<file path="config.mk">
export PLATFORM = sky130hd
export DESIGN_NAME = swdq_cell
export DESIGN_NICKNAME = d
export VERILOG_FILES = /design/src/rtl/swdq_pkg.sv /design/src/rtl/swdq_cell.sv
export SDC_FILE = /design/constraint.sdc
export NUM_CORES = 1
export LEC_CHECK = 0
export BUFFER_PORTS_ARGS = -buffer_cell sky130_fd_sc_hd__buf_2
export CAP_MARGIN = 30
export CORE_MARGIN = 1.5
export CORE_UTILIZATION = 23
export CTS_BUF_LIST = sky130_fd_sc_hd__clkbuf_4
export DETAILED_ROUTE_END_ITERATION = 10
export PLACE_DENSITY = 0.47
export SLEW_MARGIN = 30
export SYNTH_ARGS = -nofsm -noshare
export SYNTH_HDL_FRONTEND = slang
export SYNTH_SLANG_ARGS = --single-unit
</file>
<file path="constraint.sdc">
create_clock -name clk -period 0.8 [get_ports clk]
set_input_delay 0.16 -clock clk [delete_from_list [all_inputs] [get_ports clk]]
set_output_delay 0.16 -clock clk [all_outputs]
set_load 0.05 [all_outputs]
</file>
<file path="src/rtl/swdq_pkg.sv">
// ----------------------------------------------------------------------------
// swdq_pkg
// Types, constants and channel remap functions of the input qualifier.
// ----------------------------------------------------------------------------
package swdq_pkg;

  localparam int CHANNELS = 9;
  localparam int PIN_W    = 9;
  localparam int PHYS_W   = 11;
  localparam int MAP_LEN  = 9;
  localparam int CFG_W    = 9;
  localparam int CFG_IDX_W = 2;
  localparam int MIN_W    = 6;

  typedef logic [PIN_W-1:0]  pins_t;
  typedef logic [PHYS_W-1:0] phys_t;

  typedef enum logic [CFG_IDX_W-1:0] {
    REG_PULSE_MODE = 2'd0,
    REG_PULSE_MIN  = 2'd1,
    REG_POLARITY   = 2'd2,
    REG_ENABLE     = 2'd3
  } cfg_reg_t;

  typedef struct packed {
    logic             pulse_sel;
    logic [MIN_W-1:0] pulse_min;
  } chan_cfg_t;

  localparam logic [3:0] MAP_PHYS [MAP_LEN] = '{
    4'd0, 4'd1, 4'd4, 4'd5, 4'd6, 4'd10, 4'd8, 4'd9, 4'd7
  };

  function automatic phys_t to_physical(input pins_t logical);
    phys_t r;
    r = '0;
    for (int k = 0; k < MAP_LEN; k++) begin
      if (logical[k]) begin
        r[MAP_PHYS[k]] = 1'b1;
      end
    end
    return r;
  endfunction

  function automatic pins_t to_logical(input phys_t physical);
    pins_t r;
    r = '0;
    for (int k = 0; k < MAP_LEN; k++) begin
      r[k] = physical[MAP_PHYS[k]];
    end
    return r;
  endfunction

endpackage

</file>
<file path="src/rtl/swdq_cell.sv">
// ----------------------------------------------------------------------------
// swdq_cell
// One stage of the sample window: holds one sample and passes it on.
// ----------------------------------------------------------------------------
module swdq_cell import swdq_pkg::*; (
  input  logic  clk,
  input  logic  rst_n,
  input  logic  shift_en,
  input  pins_t d,
  output pins_t q
);

  pins_t sample_r;
  pins_t sample_nxt;

  always_comb begin
    sample_nxt = shift_en ? d : sample_r;
  end

  always_ff @(posedge clk) begin
    if (!rst_n) begin
      sample_r <= '0;
    end else begin
      sample_r <= sample_nxt;
    end
  end

  assign q = sample_r;

endmodule

</file>
# After elaboration in Yosys (flattened, before gate mapping)
# Index checks and enable logic that the tools add are counted.
# W data, S select, Z words.
# totals
register_bits	9
in_bits	12
output_inout_bits	9

# Depth between registers and ports, before layout
# logic_depth
depth_word	0
ltp_mapped	3

# Worst setup path before layout
# No wires, ideal clock.
# synth_path
path_type	register to register
from	register, netlist name q[0]
to	register sample_r[0] (netlist: q[0])
setup_ns	0.066
arrival_time_ns	0.838
required_time_ns	0.734
slack_ns	-0.103
stages_incl_launch_ff	3
n_path_buf	0
synth_period_minus_slack_ns	0.903
path_cell_list	dfxtp_1 mux2i_1 nor2b_1
# synth_rtl
item	line	rtl
end signal, assigned	swdq_cell.sv:24	sample_r <= sample_nxt;
end, declared	swdq_cell.sv:13	pins_t sample_r;

# Worst setup path after layout
# layout_path
from	register sample_r[8] (netlist: q[8])
to	output q[8]
# layout_rtl
item	line	rtl
end, declared	swdq_cell.sv:10	output pins_t q
# No word-level cell between the ends.

==> metrics.yaml <==
timing:
  final.period_utilization_pct: 113
  max_freq_ghz: 1.11
  hold_viol: 0
  fin_crit_ps: 903
  setup_violations: 9
  fin_skew_ps: 0
  slew_viol_final: 0
  relSlewSlack_pct: 82.2
  setup_ws_ps: -103
  finalHoldWorstSlack_ps: 165
  tightestPinTransition_ps: 267
  fin_setup_tns_ps: -860
  rsz0062_at_grt: "true"
final_layout:
  largest_reg_flops: 9
  diodes: 0
  area_growth_pct: 70.7
  drive_above_1_share_pct: 65.4
  nNetsFinal: 65
  design_area_um2: 577
  final_cells: 67
global_route:
  grt_pass1_wl_um: 979
  antenna_found_initial: 0
  globalRouteOverflowTotal: 0
  track_usage_pct: 9.56
  grt_start_max_net_pins: 10
  grt_pass1_vias: 243
clocking:
  htree_levels: 1
  cts_tree: "yes"
  insertion_delay_ps: 250
  cts_num_sinks: 9
  clockBufferDepth: 2
  cts_root_buf: "clkbuf_4"
  clkSlewWorstSetupHoldPaths_ps: 60
  numCtsBuffers: 3
job:
  max-cap-violations: 0
placement:
  portBuffers: 20
  finalWeightedCongestion: 0.547
  place_inst: 62
  dp_slack_ps: -35.3
  dp_hpwl_um: 526
  dpl_cell_area_um2: 457
die:
  start_util_pct: 25.3
  die_area_um2: 1710
  io_pins: 21
  die_x_um: 41.3
  core_um2: 1330
  rows: 13
  die_h_um: 41.3
synth:
  netlist_area_um2: 338
  yosysTopAreaCellShare_pct: 53.3
  ys_seq_area_share_pct: 53.3
  synth_compound_gate_area_share_pct: 0
  yosys.area_share.xor_xnor_pct: 0
  yosys_warnings: 0
  yosys.area_share.adder_pct: 0
  synthMuxAreaShare_pct: 26.7
  synthTopCellsByArea: "dfxtp_1, mux2i_1, nor2b_1, buf_6"
  synth_seq_cells: 9
  synth_commonest_cells: "dfxtp_1, mux2i_1, nor2b_1, buf_6"
  synth_top_family_by_area: "multiplexers"
  yosys.area.top_type: "dfxtp_1"
  yosys.area_share.simple_pct: 16.7
  synth_nets: 40
  synth_edf_count: 0
  ys.flop_type: "dfxtp_1"
  synth_cell_type_count: 4
  syn_inst: 28
  synthArstFlopShare_pct: 0
  synth.avg_cell_area_um2: 12.1
routing:
  drt-initial-drc-count: 0
  top_layer: "met3"
  drc: 0
  met3WireLength_um: 53
  wl_per_cell_um: 11.0
  antenna_left: 0
  num_vias: 280
  routed_wl_um: 739
  routed_via_density: 4.18
  met1_length_um: 308
  firstDrtPassIters: 1
  wl_met2_um: 377
worst_setup_path:
  cp-start-kind: "flop"
  cpPeakStageDelay_ps: 350
  path_class: "flop to output pin"
  arrival_ps: 740
  path_buf_inv: 1
  critPathTopFamily: "flip-flops"
  cp_max_fo: 2
  cp_data_required_time_ps: 640
  critPathSlowestCell: "dfxtp_2"
  cp-end-kind: "output pin"
  worstPathCellList: "buf_8"
status:
  status: "finished with violations"
  violations: "negative setup slack"
power:
  p_leak_nw: 0.276
  powerDensity_nw_per_um2: 1970
  vdd.ir_drop.worst_mv: 0.693
hold_path:
  hp-class: "primary input to flop"
[per-stage QoR]
step | util (%) | total power (W)
floorplan | - | 0.000654
global placement | 34.2 | 0.000706
detailed placement | 34.2 | 0.000712
CTS | 41.0 | 0.00115
global route | 43.2 | 0.00121
finish | 43.2 | 0.00114
[path summary, 6_finish.rpt]
check / startpoint / to / slack [ps] / cells after the start
setup / recovery: q[8] / q[8] / -100 / 1
hold / removal: d[1] / q[1] / 160 / 3
setup reg to reg: q[2] / q[2] / 70 / 3
hold reg to reg: q[7] / q[7] / 530 / 2
[layer usage]
metal | up-vias | GRT usage (%)
li1 | 141 | -
met1 | 128 | 10.4
met2 | 11 | 15.2
met3 | 0 | 4.79
met4 | 0 | 4.84
met5 | - | 0
[placed cells by master (no fill, tap or decap)]
cell       n
buf_8      7
buf_4      1
nor2b_1    9
clkbuf_4   4
buf_2     11
dfxtp_2    9
mux2i_1    9
buf_6      2
[cells by family (layout without fill, tap and decap cells)]
family        after synthesis  in the layout
mux                         9              9
flops                       9              9
simple gates                9              9
buf+inv                     1             25
[where the power goes]
group          switching, W  internal [W]  total (W)
sequential        0.0000211      0.000481   0.000502
combinational      0.000141      0.000120   0.000261
clock              0.000151      0.000226   0.000376
[area by class of cell]
type                       instances  area [µm²]
multi-input combinational         18         146
clock buffer                       4        30.0
timing repair buffer              21         190
fill                             127         757
tap                               15        18.8
sequential                         9         191
[timing repair]
item | CTS | global route
setup buffers | 0 | 1
hold buffers | 0 | 0
gates resized for setup | 19 | 6
hold endpoints to repair | 0 | 0
setup endpoints to repair | 9 | 9
Note: power is estimated with default switching activity, not from simulation.
