File: src/rtl/swdq_pkg.sv
// ----------------------------------------------------------------------------
// swdq_pkg
// Types, constants and channel remap functions of the input qualifier.
// ----------------------------------------------------------------------------
package swdq_pkg;

  localparam int CHANNELS = 9;
  localparam int PIN_W    = 9;
  localparam int PHYS_W   = 11;
  localparam int MAP_LEN  = 9;
  localparam int CFG_W    = 9;
  localparam int CFG_IDX_W = 2;
  localparam int MIN_W    = 6;

  typedef logic [PIN_W-1:0]  pins_t;
  typedef logic [PHYS_W-1:0] phys_t;

  typedef enum logic [CFG_IDX_W-1:0] {
    REG_PULSE_MODE = 2'd0,
    REG_PULSE_MIN  = 2'd1,
    REG_POLARITY   = 2'd2,
    REG_ENABLE     = 2'd3
  } cfg_reg_t;

  typedef struct packed {
    logic             pulse_sel;
    logic [MIN_W-1:0] pulse_min;
  } chan_cfg_t;

  localparam logic [3:0] MAP_PHYS [MAP_LEN] = '{
    4'd0, 4'd1, 4'd4, 4'd5, 4'd6, 4'd10, 4'd8, 4'd9, 4'd7
  };

  function automatic phys_t to_physical(input pins_t logical);
    phys_t r;
    r = '0;
    for (int k = 0; k < MAP_LEN; k++) begin
      if (logical[k]) begin
        r[MAP_PHYS[k]] = 1'b1;
      end
    end
    return r;
  endfunction

  function automatic pins_t to_logical(input phys_t physical);
    pins_t r;
    r = '0;
    for (int k = 0; k < MAP_LEN; k++) begin
      r[k] = physical[MAP_PHYS[k]];
    end
    return r;
  endfunction

endpackage

File: src/rtl/swdq_chan.sv
// ----------------------------------------------------------------------------
// swdq_chan
// Per-channel high-sample counter over the window and its level classifier.
// ----------------------------------------------------------------------------
module swdq_chan import swdq_pkg::*; #(
  parameter int WINDOW = 50
) (
  input  logic      clk,
  input  logic      rst_n,
  input  logic      upd_en,
  input  logic      new_bit,
  input  logic      old_bit,
  input  chan_cfg_t cfg,
  output logic      level_nxt
);

  localparam int CW          = $clog2(WINDOW + 1);
  localparam int MW          = (CW > MIN_W) ? CW : MIN_W;
  localparam int LEVEL_LIMIT = WINDOW - (WINDOW / 4);
  localparam bit PULSE_OK    = (WINDOW >= 15);
  localparam int PULSE_HI    = PULSE_OK ? (WINDOW - 15) : 0;

  logic [CW-1:0] count_r;
  logic [CW-1:0] count_nxt;
  logic [CW-1:0] count_upd;
  logic          level_on;
  logic          pulse_on;

  always_comb begin
    count_upd = count_r + CW'(new_bit) - CW'(old_bit);
    count_nxt = upd_en ? count_upd : count_r;
    level_on  = count_upd < CW'(LEVEL_LIMIT);
    pulse_on  = PULSE_OK && (count_upd <= CW'(PULSE_HI)) &&
                (MW'(count_upd) >= MW'(cfg.pulse_min));
    level_nxt = cfg.pulse_sel ? pulse_on : level_on;
  end

  always_ff @(posedge clk) begin
    if (!rst_n) begin
      count_r <= '0;
    end else begin
      count_r <= count_nxt;
    end
  end

endmodule

File: config.mk
export PLATFORM = sky130hd
export DESIGN_NAME = swdq_chan
export DESIGN_NICKNAME = d
export VERILOG_FILES = /design/src/rtl/swdq_pkg.sv /design/src/rtl/swdq_chan.sv
export SDC_FILE = /design/constraint.sdc
export NUM_CORES = 1
export LEC_CHECK = 0
export ABC_AREA = 1
export ABC_CLOCK_PERIOD_IN_PS = 6600
export BUFFER_PORTS_ARGS = -buffer_cell sky130_fd_sc_hd__buf_4
export CAP_MARGIN = 25
export CORE_MARGIN = 3
export CORE_UTILIZATION = 43
export DETAILED_ROUTE_END_ITERATION = 12
export GPL_ROUTABILITY_DRIVEN = 1
export PLACE_DENSITY_LB_ADDON = 0.05
export SKIP_CTS_REPAIR_TIMING = 1
export SYNTH_ARGS = -nofsm -noshare
export SYNTH_HDL_FRONTEND = slang
export SYNTH_SLANG_ARGS = --single-unit
File: constraint.sdc
create_clock -name clk -period 6.6 [get_ports clk]
set_input_delay 1.65 -clock clk [delete_from_list [all_inputs] [get_ports clk]]
set_output_delay 1.65 -clock clk [all_outputs]
set_load 0.005 [all_outputs]
After elaboration in Yosys (flattened, before gate mapping)
Cells that the tools add are included.

Register bits: 6. Bits of input ports: 12. Output and inout bits: 1. Word-level logic and storage cells: 8.

Add/subtract/negate cells: 2. Magnitude comparators: 3. Multiplexer cells: 1. Reductions and logical operators: 1.

Operators with widths (count): adder 6 x 1 -> 6 bit (1); greater-or-equal comparator 6 bit (1); less-or-equal comparator 6 bit (second input constant) (1); less-than comparator 6 bit (second input constant) (1); subtractor 6 x 1 -> 6 bit (1); logical AND 1 bit (1); 2-to-1 mux 1 bit (1).

Longest topological paths before layout
Gate-level depths: netlist (run 1).

Depth after elaboration: 5. Depth in mapped cells: 19. Gate-level depth less buffers: 19.

Worst setup path after synthesis (run 1)
OpenSTA, ideal clock, no wires.

Path kind: input -> output. Start: in old_bit. End: out level_nxt. Data arrival time: 3525 ps. Required time: 4950 ps. Slack: 1425 ps. Stages: 14. Path buffers: 0. Cell sequence: ha_1 inv_1 ha_1 inv_1 fa_1 inv_1 ha_1 nand2_1 nand2_1 nand2_1 a21o_1 nand2_4 nand2_1 a21oi_2.

Cells in the longest elaborated chain, start to end: 4. Elaborated cells between the ends (all ways): 6. Classes of those cells: 1 x add/sub; 3 x order compare; 1 x mux; 1 x reduce/logical.

Ends and longest elaborated chain: start, declared (RTL line swdq_chan.sv:12) `input logic old_bit,`; subtractor 6 x 1 -> 6 bit * (RTL line swdq_chan.sv:30) `count_upd = count_r + CW'(new_bit) - CW'(old_bit);`; net count_upd[1] (RTL line swdq_chan.sv:25) `logic [CW-1:0] count_upd;`; less-or-equal comparator 6 bit or greater-or-equal comparator 6 bit (tied branches) (RTL line swdq_chan.sv:33, swdq_chan.sv:34); logical AND 1 bit (RTL line swdq_chan.sv:33) `pulse_on = PULSE_OK && (count_upd <= CW'(PULSE_HI)) &&`; 2-to-1 mux 1 bit * (RTL line swdq_chan.sv:35) `level_nxt = cfg.pulse_sel ? pulse_on : level_on;`; end, declared (RTL line swdq_chan.sv:14) `output logic level_nxt`.

Mark *: on every way through the listed nets, which the timed path passes. The rest lies on a longest branch.

Final worst setup path (run 1)
Same ends and word-level chain as after synthesis.

==> flow_summary_export.csv, run 1 <==
group,metric,value,unit
drt,drt-initial-drc-count,9,
logic_synthesis,yosysSeqAreaShare,17.4,%
cts,cts_buffers,3,
logic_synthesis,yosys_warnings,0,
cts,tritoncts,"built",
status,status,"completed",
setup_path,worstReg2RegStart,"count_r[0]$_SDFFE_PN0P_",
setup_path,crit_arrival,3950,ps
sta,timing.fmax,179,MHz
drt,first_pass_iters,4,
logic_synthesis,yosysUniqueCellTypes,21,
sta,hold_viol_final,0,
power_and_ir_drop,p_leak,0.479,nW
floorplanning,core,0.00140,mm²
grt,grt_pass1_wl,2320,µm
final_layout,drive_above_1_share,22.9,%
setup_path,crit_fanout,3,
cts,clockBufferDepth,2,
sta,drv_slew,0,
placement,portBuffers,12,
final_layout,reg_top3,"count_r x6",
sta,clock_skew,4.55,ps
final_layout,area_growth_syn_to_layout,18.4,%
setup_path,r2r-end,"count_r[4]$_SDFFE_PN0P_",
logic_synthesis,syn-cell-area,692,µm²
cts,clock-sinks,6,
cts,clock_latency,240,ps
worst_hold_path,min_from,"count_r[5]$_SDFFE_PN0P_",
grt,grt_max_degree,13,
final_layout,largest-register,"count_r",
floorplanning,io_pins,13,
grt,grt_pass1_vias,609,
floorplanning,placementRows,13,
worst_hold_path,holdPathStages,2,
drt,drt-total-wl,1300,µm
cts,path_clk_slew,40,ps
placement,dpl.hpwl,1140,µm
setup_path,criticalPathCategory,"in -> out",
final_layout,largest_reg_flops,6,
grt,overflow,0,
drt,ant_nets,0,
sta,rsz0062_at_grt,"no",
placement,dpl_worst_slack,983,ps
setup_path,startpoint,"old_bit",
sta,setup_viol,0,
setup_path,worst_setup_path_start_kind,"input port",
sta,worstMarginPinSlew,303,ps
drt,vias,672,
floorplanning,dieWidth,46.1,µm
final_layout,nets,143,
floorplanning,dieHeight,46.1,µm
power_and_ir_drop,total_power,0.225,mW
power_and_ir_drop,vdd_drop_max,0.000162,V
logic_synthesis,syn_avg_cell_area,6.65,µm²
setup_path,worstRegToRegCells,13,
drt,avgRoutedWirePerCell,9.75,µm
floorplanning,die_area,0.00213,mm²
setup_path,crit_required,4950,ps
floorplanning,start_util,49.5,%
sta,tns,0,ps
sta,min_period,5600,ps
sta,layout_setup_ws,1000,ps
setup_path,r2r_slack,4530,ps
drt,vias_per_cell,5.05,
setup_path,worst_setup_path_end_kind,"output pin",
placement,gp_congestion,0.821,
sta,maxSlewHeadroom,79.7,%
job,cap_violations,0,
grt,antenna_found_initial,0,
logic_synthesis,synth_nets,127,
grt,grt_use_total,14.9,%
cts,cts-root-buf,"clkbuf_4",
final_layout,fin_util,58.6,%
power_and_ir_drop,power_density,275,mW/mm²
worst_hold_path,hold_path.class,"reg -> reg",
logic_synthesis,synth-seq-cells,6,
logic_synthesis,syn_inst,104,
final_layout,insertedDiodeCount,0,
drt,drc,0,
sta,fin_crit_sh,84.8,%
worst_hold_path,worstHoldEndpoint,"count_r[5]$_SDFFE_PN0P_",
cts,h-tree-depth,1,
==> synth_stat cells <==
cell type / instances / area, µm²
dfxtp_1: 6 / 120
xnor2_1: 2 / 17.5
inv_1: 26 / 97.6
nand2_2: 6 / 37.5
nand3_2: 2 / 20.0
fa_1: 1 / 20.0
ha_1: 10 / 125
nand3b_1: 2 / 15.0
a21oi_1: 5 / 25.0
inv_2: 1 / 3.75
o211ai_1: 3 / 22.5
a21o_1: 1 / 7.51
clkbuf_1: 1 / 3.75
nand4_1: 2 / 12.5
nor2_1: 2 / 7.51
nand2_1: 23 / 86.3
o21ai_0: 3 / 15.0
nand2_4: 1 / 11.3
a21oi_2: 2 / 17.5
nand3_1: 4 / 20.0
a31oi_1: 1 / 6.26
==> how the worst max path moves through the flow <==
stage | end | slack (ps) | depth (start not counted)
floorplan | level_nxt | 1430 | 14
global placement | level_nxt | 1010 | 19
detailed placement | level_nxt | 980 | 19
CTS | level_nxt | 980 | 19
global route | level_nxt | 790 | 19
finish | level_nxt | 1000 | 19
==> through the flow <==
stage | hold WS [ps] | instances | area (µm²)
after floorplan | 477 | 104 | 692
after global placement | 507 | 130 | 797
after detailed placement | 516 | 130 | 797
after CTS | 533 | 133 | 820
after global routing | 572 | 133 | 820
final | 530 | 133 | 820
==> metal layers <==
layer  share of wire (%)  GRT usage (%)
met5                   0              0
met4                 1.1           8.52
met3                 6.2           1.56
met2                  48           26.1
met1                  44           17.3
==> cells by family after synthesis <==
logic type | count (synthesis) | synth area share (%)
AO/OA/AOI/OAI | 15 | 13.6
XOR/XNOR | 2 | 2.53
adder cells (fa/ha/maj) | 11 | 21.0
buffers and inverters | 28 | 15.2
flip-flops | 6 | 17.4
AND/OR/NAND/NOR | 42 | 30.4
==> layout make-up <==
cell class                      count  area [µm²]
Sequential cell                     6         120
Tap cell                           15        18.8
Multi-Input combinational cell     70         467
Timing Repair Buffer               12        90.1
Fill cell                         142         579
Inverter                           27         101
Clock buffer                        3        22.5
==> worst max-delay path: stages <==
cell,delay [ps]
buf_4,110
ha_1,280
inv_1,60
ha_1,180
inv_1,60
fa_1,390
xnor2_1,280
ha_1,290
nand2_1,60
inv_1,30
nand2_1,70
nand3_1,60
nand2_1,60
inv_1,30
nand2_1,40
nand2_1,40
nand2_1,70
a21oi_2,50
buf_4,130
==> where the power goes <==
part	internal [mW]	leakage [nW]	switching (mW)
logic	0.0622	0.415	0.0834
clock network	0.0206	0.0138	0.0131
registers	0.0417	0.0499	0.00448
==> cell usage in the layout, fill, tap and decap left out, drive strengths merged <==
cell type / instances
ha: 10
xnor2: 2
nor2: 2
inv: 27
dfxtp: 6
a31oi: 1
clkbuf: 3
nand4: 2
o21ai: 3
o211ai: 3
buf: 12
nand3: 6
nand2: 30
a21oi: 7
fa: 1
a21o: 1
nand3b: 2
Power figures use the tool's default switching activity.
==> run 2: changes to the inputs <==
Settings changed: ABC_AREA 1 to 0, ABC_CLOCK_PERIOD_IN_PS 6600 to 4700.
Clock period 6.6 ns to 4.7 ns, I/O delays scaled along.
==> run 2 against run 1 <==
Via count shrank 12%. Largest power group unchanged. Sequential power grew 69%. Worst hold slack lost 26 ps. Sequential share of layout area shrank 1.4 points. First-iteration DRC count shrank 56%. Core utilization grew 6.2 points. Critical endpoint unchanged. Power grew 120%. Critical path type unchanged. Flip-flop and latch count is the same. The run now ends with negative setup slack left.
==> flow_summary_export.csv, run 2 <==
group,metric,value,unit
placement,gp_congestion,0.738,
cts,tritoncts,"built",
logic_synthesis,synthSimpleGateAreaFrac,18.9,%
sta,whs,504,ps
final_layout,fillers,135,
final_layout,largest-register,"count_r",
logic_synthesis,syn_inst,78,
sta,fin_crit_sh,101,%
logic_synthesis,async_flop_share,0,%
status,status,"finished, violations left",
power_and_ir_drop,total_power,0.490,mW
setup_path,worstPathCellList,"buf_6, ha_4, inv_4, ha_4, inv_2, fa_1, inv_2, ha_4, a2111oi_4, nor4_1, o311ai_1, mux2i_1, buf_4",
floorplanning,start_util,48.7,%
setup_path,crit_arrival,3550,ps
power_and_ir_drop,vdd_drop_max,0.000222,V
logic_synthesis,synth_nets,101,
final_layout,nets,124,
logic_synthesis,synth-adder-area-share,21.3,%
floorplanning,dieWidth,45.8,µm
logic_synthesis,muxShareOfSynthArea,8.81,%
setup_path,crit_family,"adder cells",
sta,rsz0062_at_grt,"yes",
grt,grt_use_total,13.1,%
sta,clock_skew,0.998,ps
grt,grt_pass1_wl,2040,µm
logic_synthesis,synth-edff-count,0,
cts,clock-sinks,6,
drt,vias_per_cell,5.17,
cts,cts-root-buf,"clkbuf_4",
grt,grt_pass1_vias,533,
logic_synthesis,yosysUniqueCellTypes,31,
sta,worstMarginPinSlew,337,ps
logic_synthesis,yosysSeqAreaShare,17.6,%
sta,min_period,4720,ps
setup_path,path_depth,13,
setup_path,worstRegToRegCells,11,
grt,grt_max_degree,9,
logic_synthesis,syn_avg_cell_area,8.74,µm²
drt,drt-total-wl,1280,µm
floorplanning,core,0.00140,mm²
cts,clockBufferDepth,2,
cts,path_clk_slew,40,ps
logic_synthesis,synth_compound_area_share,19.4,%
sta,maxSlewHeadroom,77.5,%
setup_path,cpMostUsedCell,"ha_4",
power_and_ir_drop,power_density,541,mW/mm²
cts,clock_latency,240,ps
final_layout,drive_above_1_share,34.3,%
status,violations,"negative setup slack",
drt,avgRoutedWirePerCell,11.2,µm
floorplanning,die_area,0.00210,mm²
sta,layout_setup_ws,-24.1,ps
drt,first_pass_iters,2,
final_layout,final_common_cell,"buf_4",
logic_synthesis,synth_top_area_share,18.3,%
logic_synthesis,syn-cell-area,682,µm²
cts,h-tree-depth,1,
logic_synthesis,synth_top_family_by_area,"adder cells",
drt,drc,0,
logic_synthesis,ys_top_cells_by_area,"ha_1, dfxtp_1, mux2i_1",
worst_hold_path,holdPathStages,2,
logic_synthesis,yosys_warnings,0,
setup_path,worst-path-buf-inv,5,
final_layout,largest_reg_flops,6,
logic_synthesis,yosysMostFrequentCell,"inv_1",
power_and_ir_drop,p_leak,0.433,nW
sta,drv_slew,0,
setup_path,slowest_delay,530,ps
final_layout,final_cell_mix,"buf_4, inv_1, ha_1",
final_layout,reg_top3,"count_r x6",
setup_path,criticalPathCategory,"in -> out",
final_layout,insertedDiodeCount,0,
placement,portBuffers,12,
floorplanning,io_pins,13,
final_layout,area_growth_syn_to_layout,32.8,%
drt,vias,589,
floorplanning,dieHeight,45.8,µm
drt,drt-initial-drc-count,4,
floorplanning,placementRows,13,
logic_synthesis,synth_xor_area_share,5.14,%
placement,dpl.hpwl,1060,µm
sta,hold_viol_final,0,
sta,timing.fmax,212,MHz
setup_path,slowest_stage,"fa_1",
sta,setup_viol,1,
drt,ant_nets,0,
logic_synthesis,synth_flop_cell,"dfxtp_1",
worst_hold_path,hold_path.class,"reg -> reg",
cts,cts_buffers,3,
job,cap_violations,0,
setup_path,crit_required,3520,ps
setup_path,worst_setup_path_end_kind,"output pin",
logic_synthesis,synth_common_cells,"inv_1, ha_1, dfxtp_1, mux2i_1",
setup_path,crit_fanout,2,
grt,antenna_found_initial,0,
logic_synthesis,synth.largest_area_cell,"ha_1",
grt,overflow,0,
logic_synthesis,synth-seq-cells,6,
setup_path,worst_setup_path_start_kind,"input port",
## run 2: worst register-to-register path, stage by stage (launching register included)
cell and delay [ps]:
dfxtp_1 310, inv_1 60, ha_4 240, inv_4 50
ha_4 130, inv_2 30, fa_1 410, nand2b_1 200
a21oi_4 170, xnor2_1 200, mux2i_1 120, and2_1 160
## run 2: worst paths after layout
kind                            slack [ps]                    start                 endpoint
worst max-delay path                   -20                  old_bit                level_nxt
worst min-delay path                   500  count_r[5]$_SDFFE_PN0P_  count_r[5]$_SDFFE_PN0P_
worst min register to register         500  count_r[5]$_SDFFE_PN0P_  count_r[5]$_SDFFE_PN0P_
worst max register to register        2510  count_r[0]$_SDFFE_PN0P_  count_r[4]$_SDFFE_PN0P_
## run 2: cell families after synthesis
family,Yosys count
multiplexers,6
XOR/XNOR,4
AO/OA/AOI/OAI,13
buffers and inverters,16
flip-flops,6
adder cells (fa/ha/maj),11
AND/OR/NAND/NOR,22
## run 2: layer usage
layer / wire length (µm) / up-vias / global-route usage, %
met5: 0 / - / 0
met4: 0 / 0 / 1.14
met3: 41 / 0 / 4.74
met2: 610 / 9 / 22.6
met1: 628 / 270 / 16.2
li1: - / 310 / -
## run 2: cell type report
type                       instances  area, µm²  share of cell area, %
multi-input combinational         56        539                   59.5
timing repair buffer              19        146                   16.2
sequential                         6        120                   13.3
inverter                          15       58.8                   6.49
clock buffer                       3       22.5                   2.49
tap                               15       18.8                   2.07
## run 2: report_power, final
group | internal [mW] | total [mW] | switching, mW
Combinational | 0.191 | 0.367 | 0.176
Sequential | 0.0671 | 0.0777 | 0.0106
Clock | 0.0288 | 0.0459 | 0.0171
Total | 0.286 | 0.490 | 0.204
## run 2: stage by stage
step / std cells / setup slack [ps] / instance area, µm² / utilization (%) / setup TNS, ps
after floorplan: 78 / 133 / 682 / - / 0
after global placement: 110 / -68.8 / 832 / 59.5 / -68.8
after detailed placement: 110 / -96.3 / 832 / 59.5 / -96.3
after CTS: 113 / -100 / 855 / 61.1 / -100
after global routing: 114 / -97.8 / 906 / 64.8 / -97.8
final: 114 / -24.1 / 906 / 64.8 / -24.1
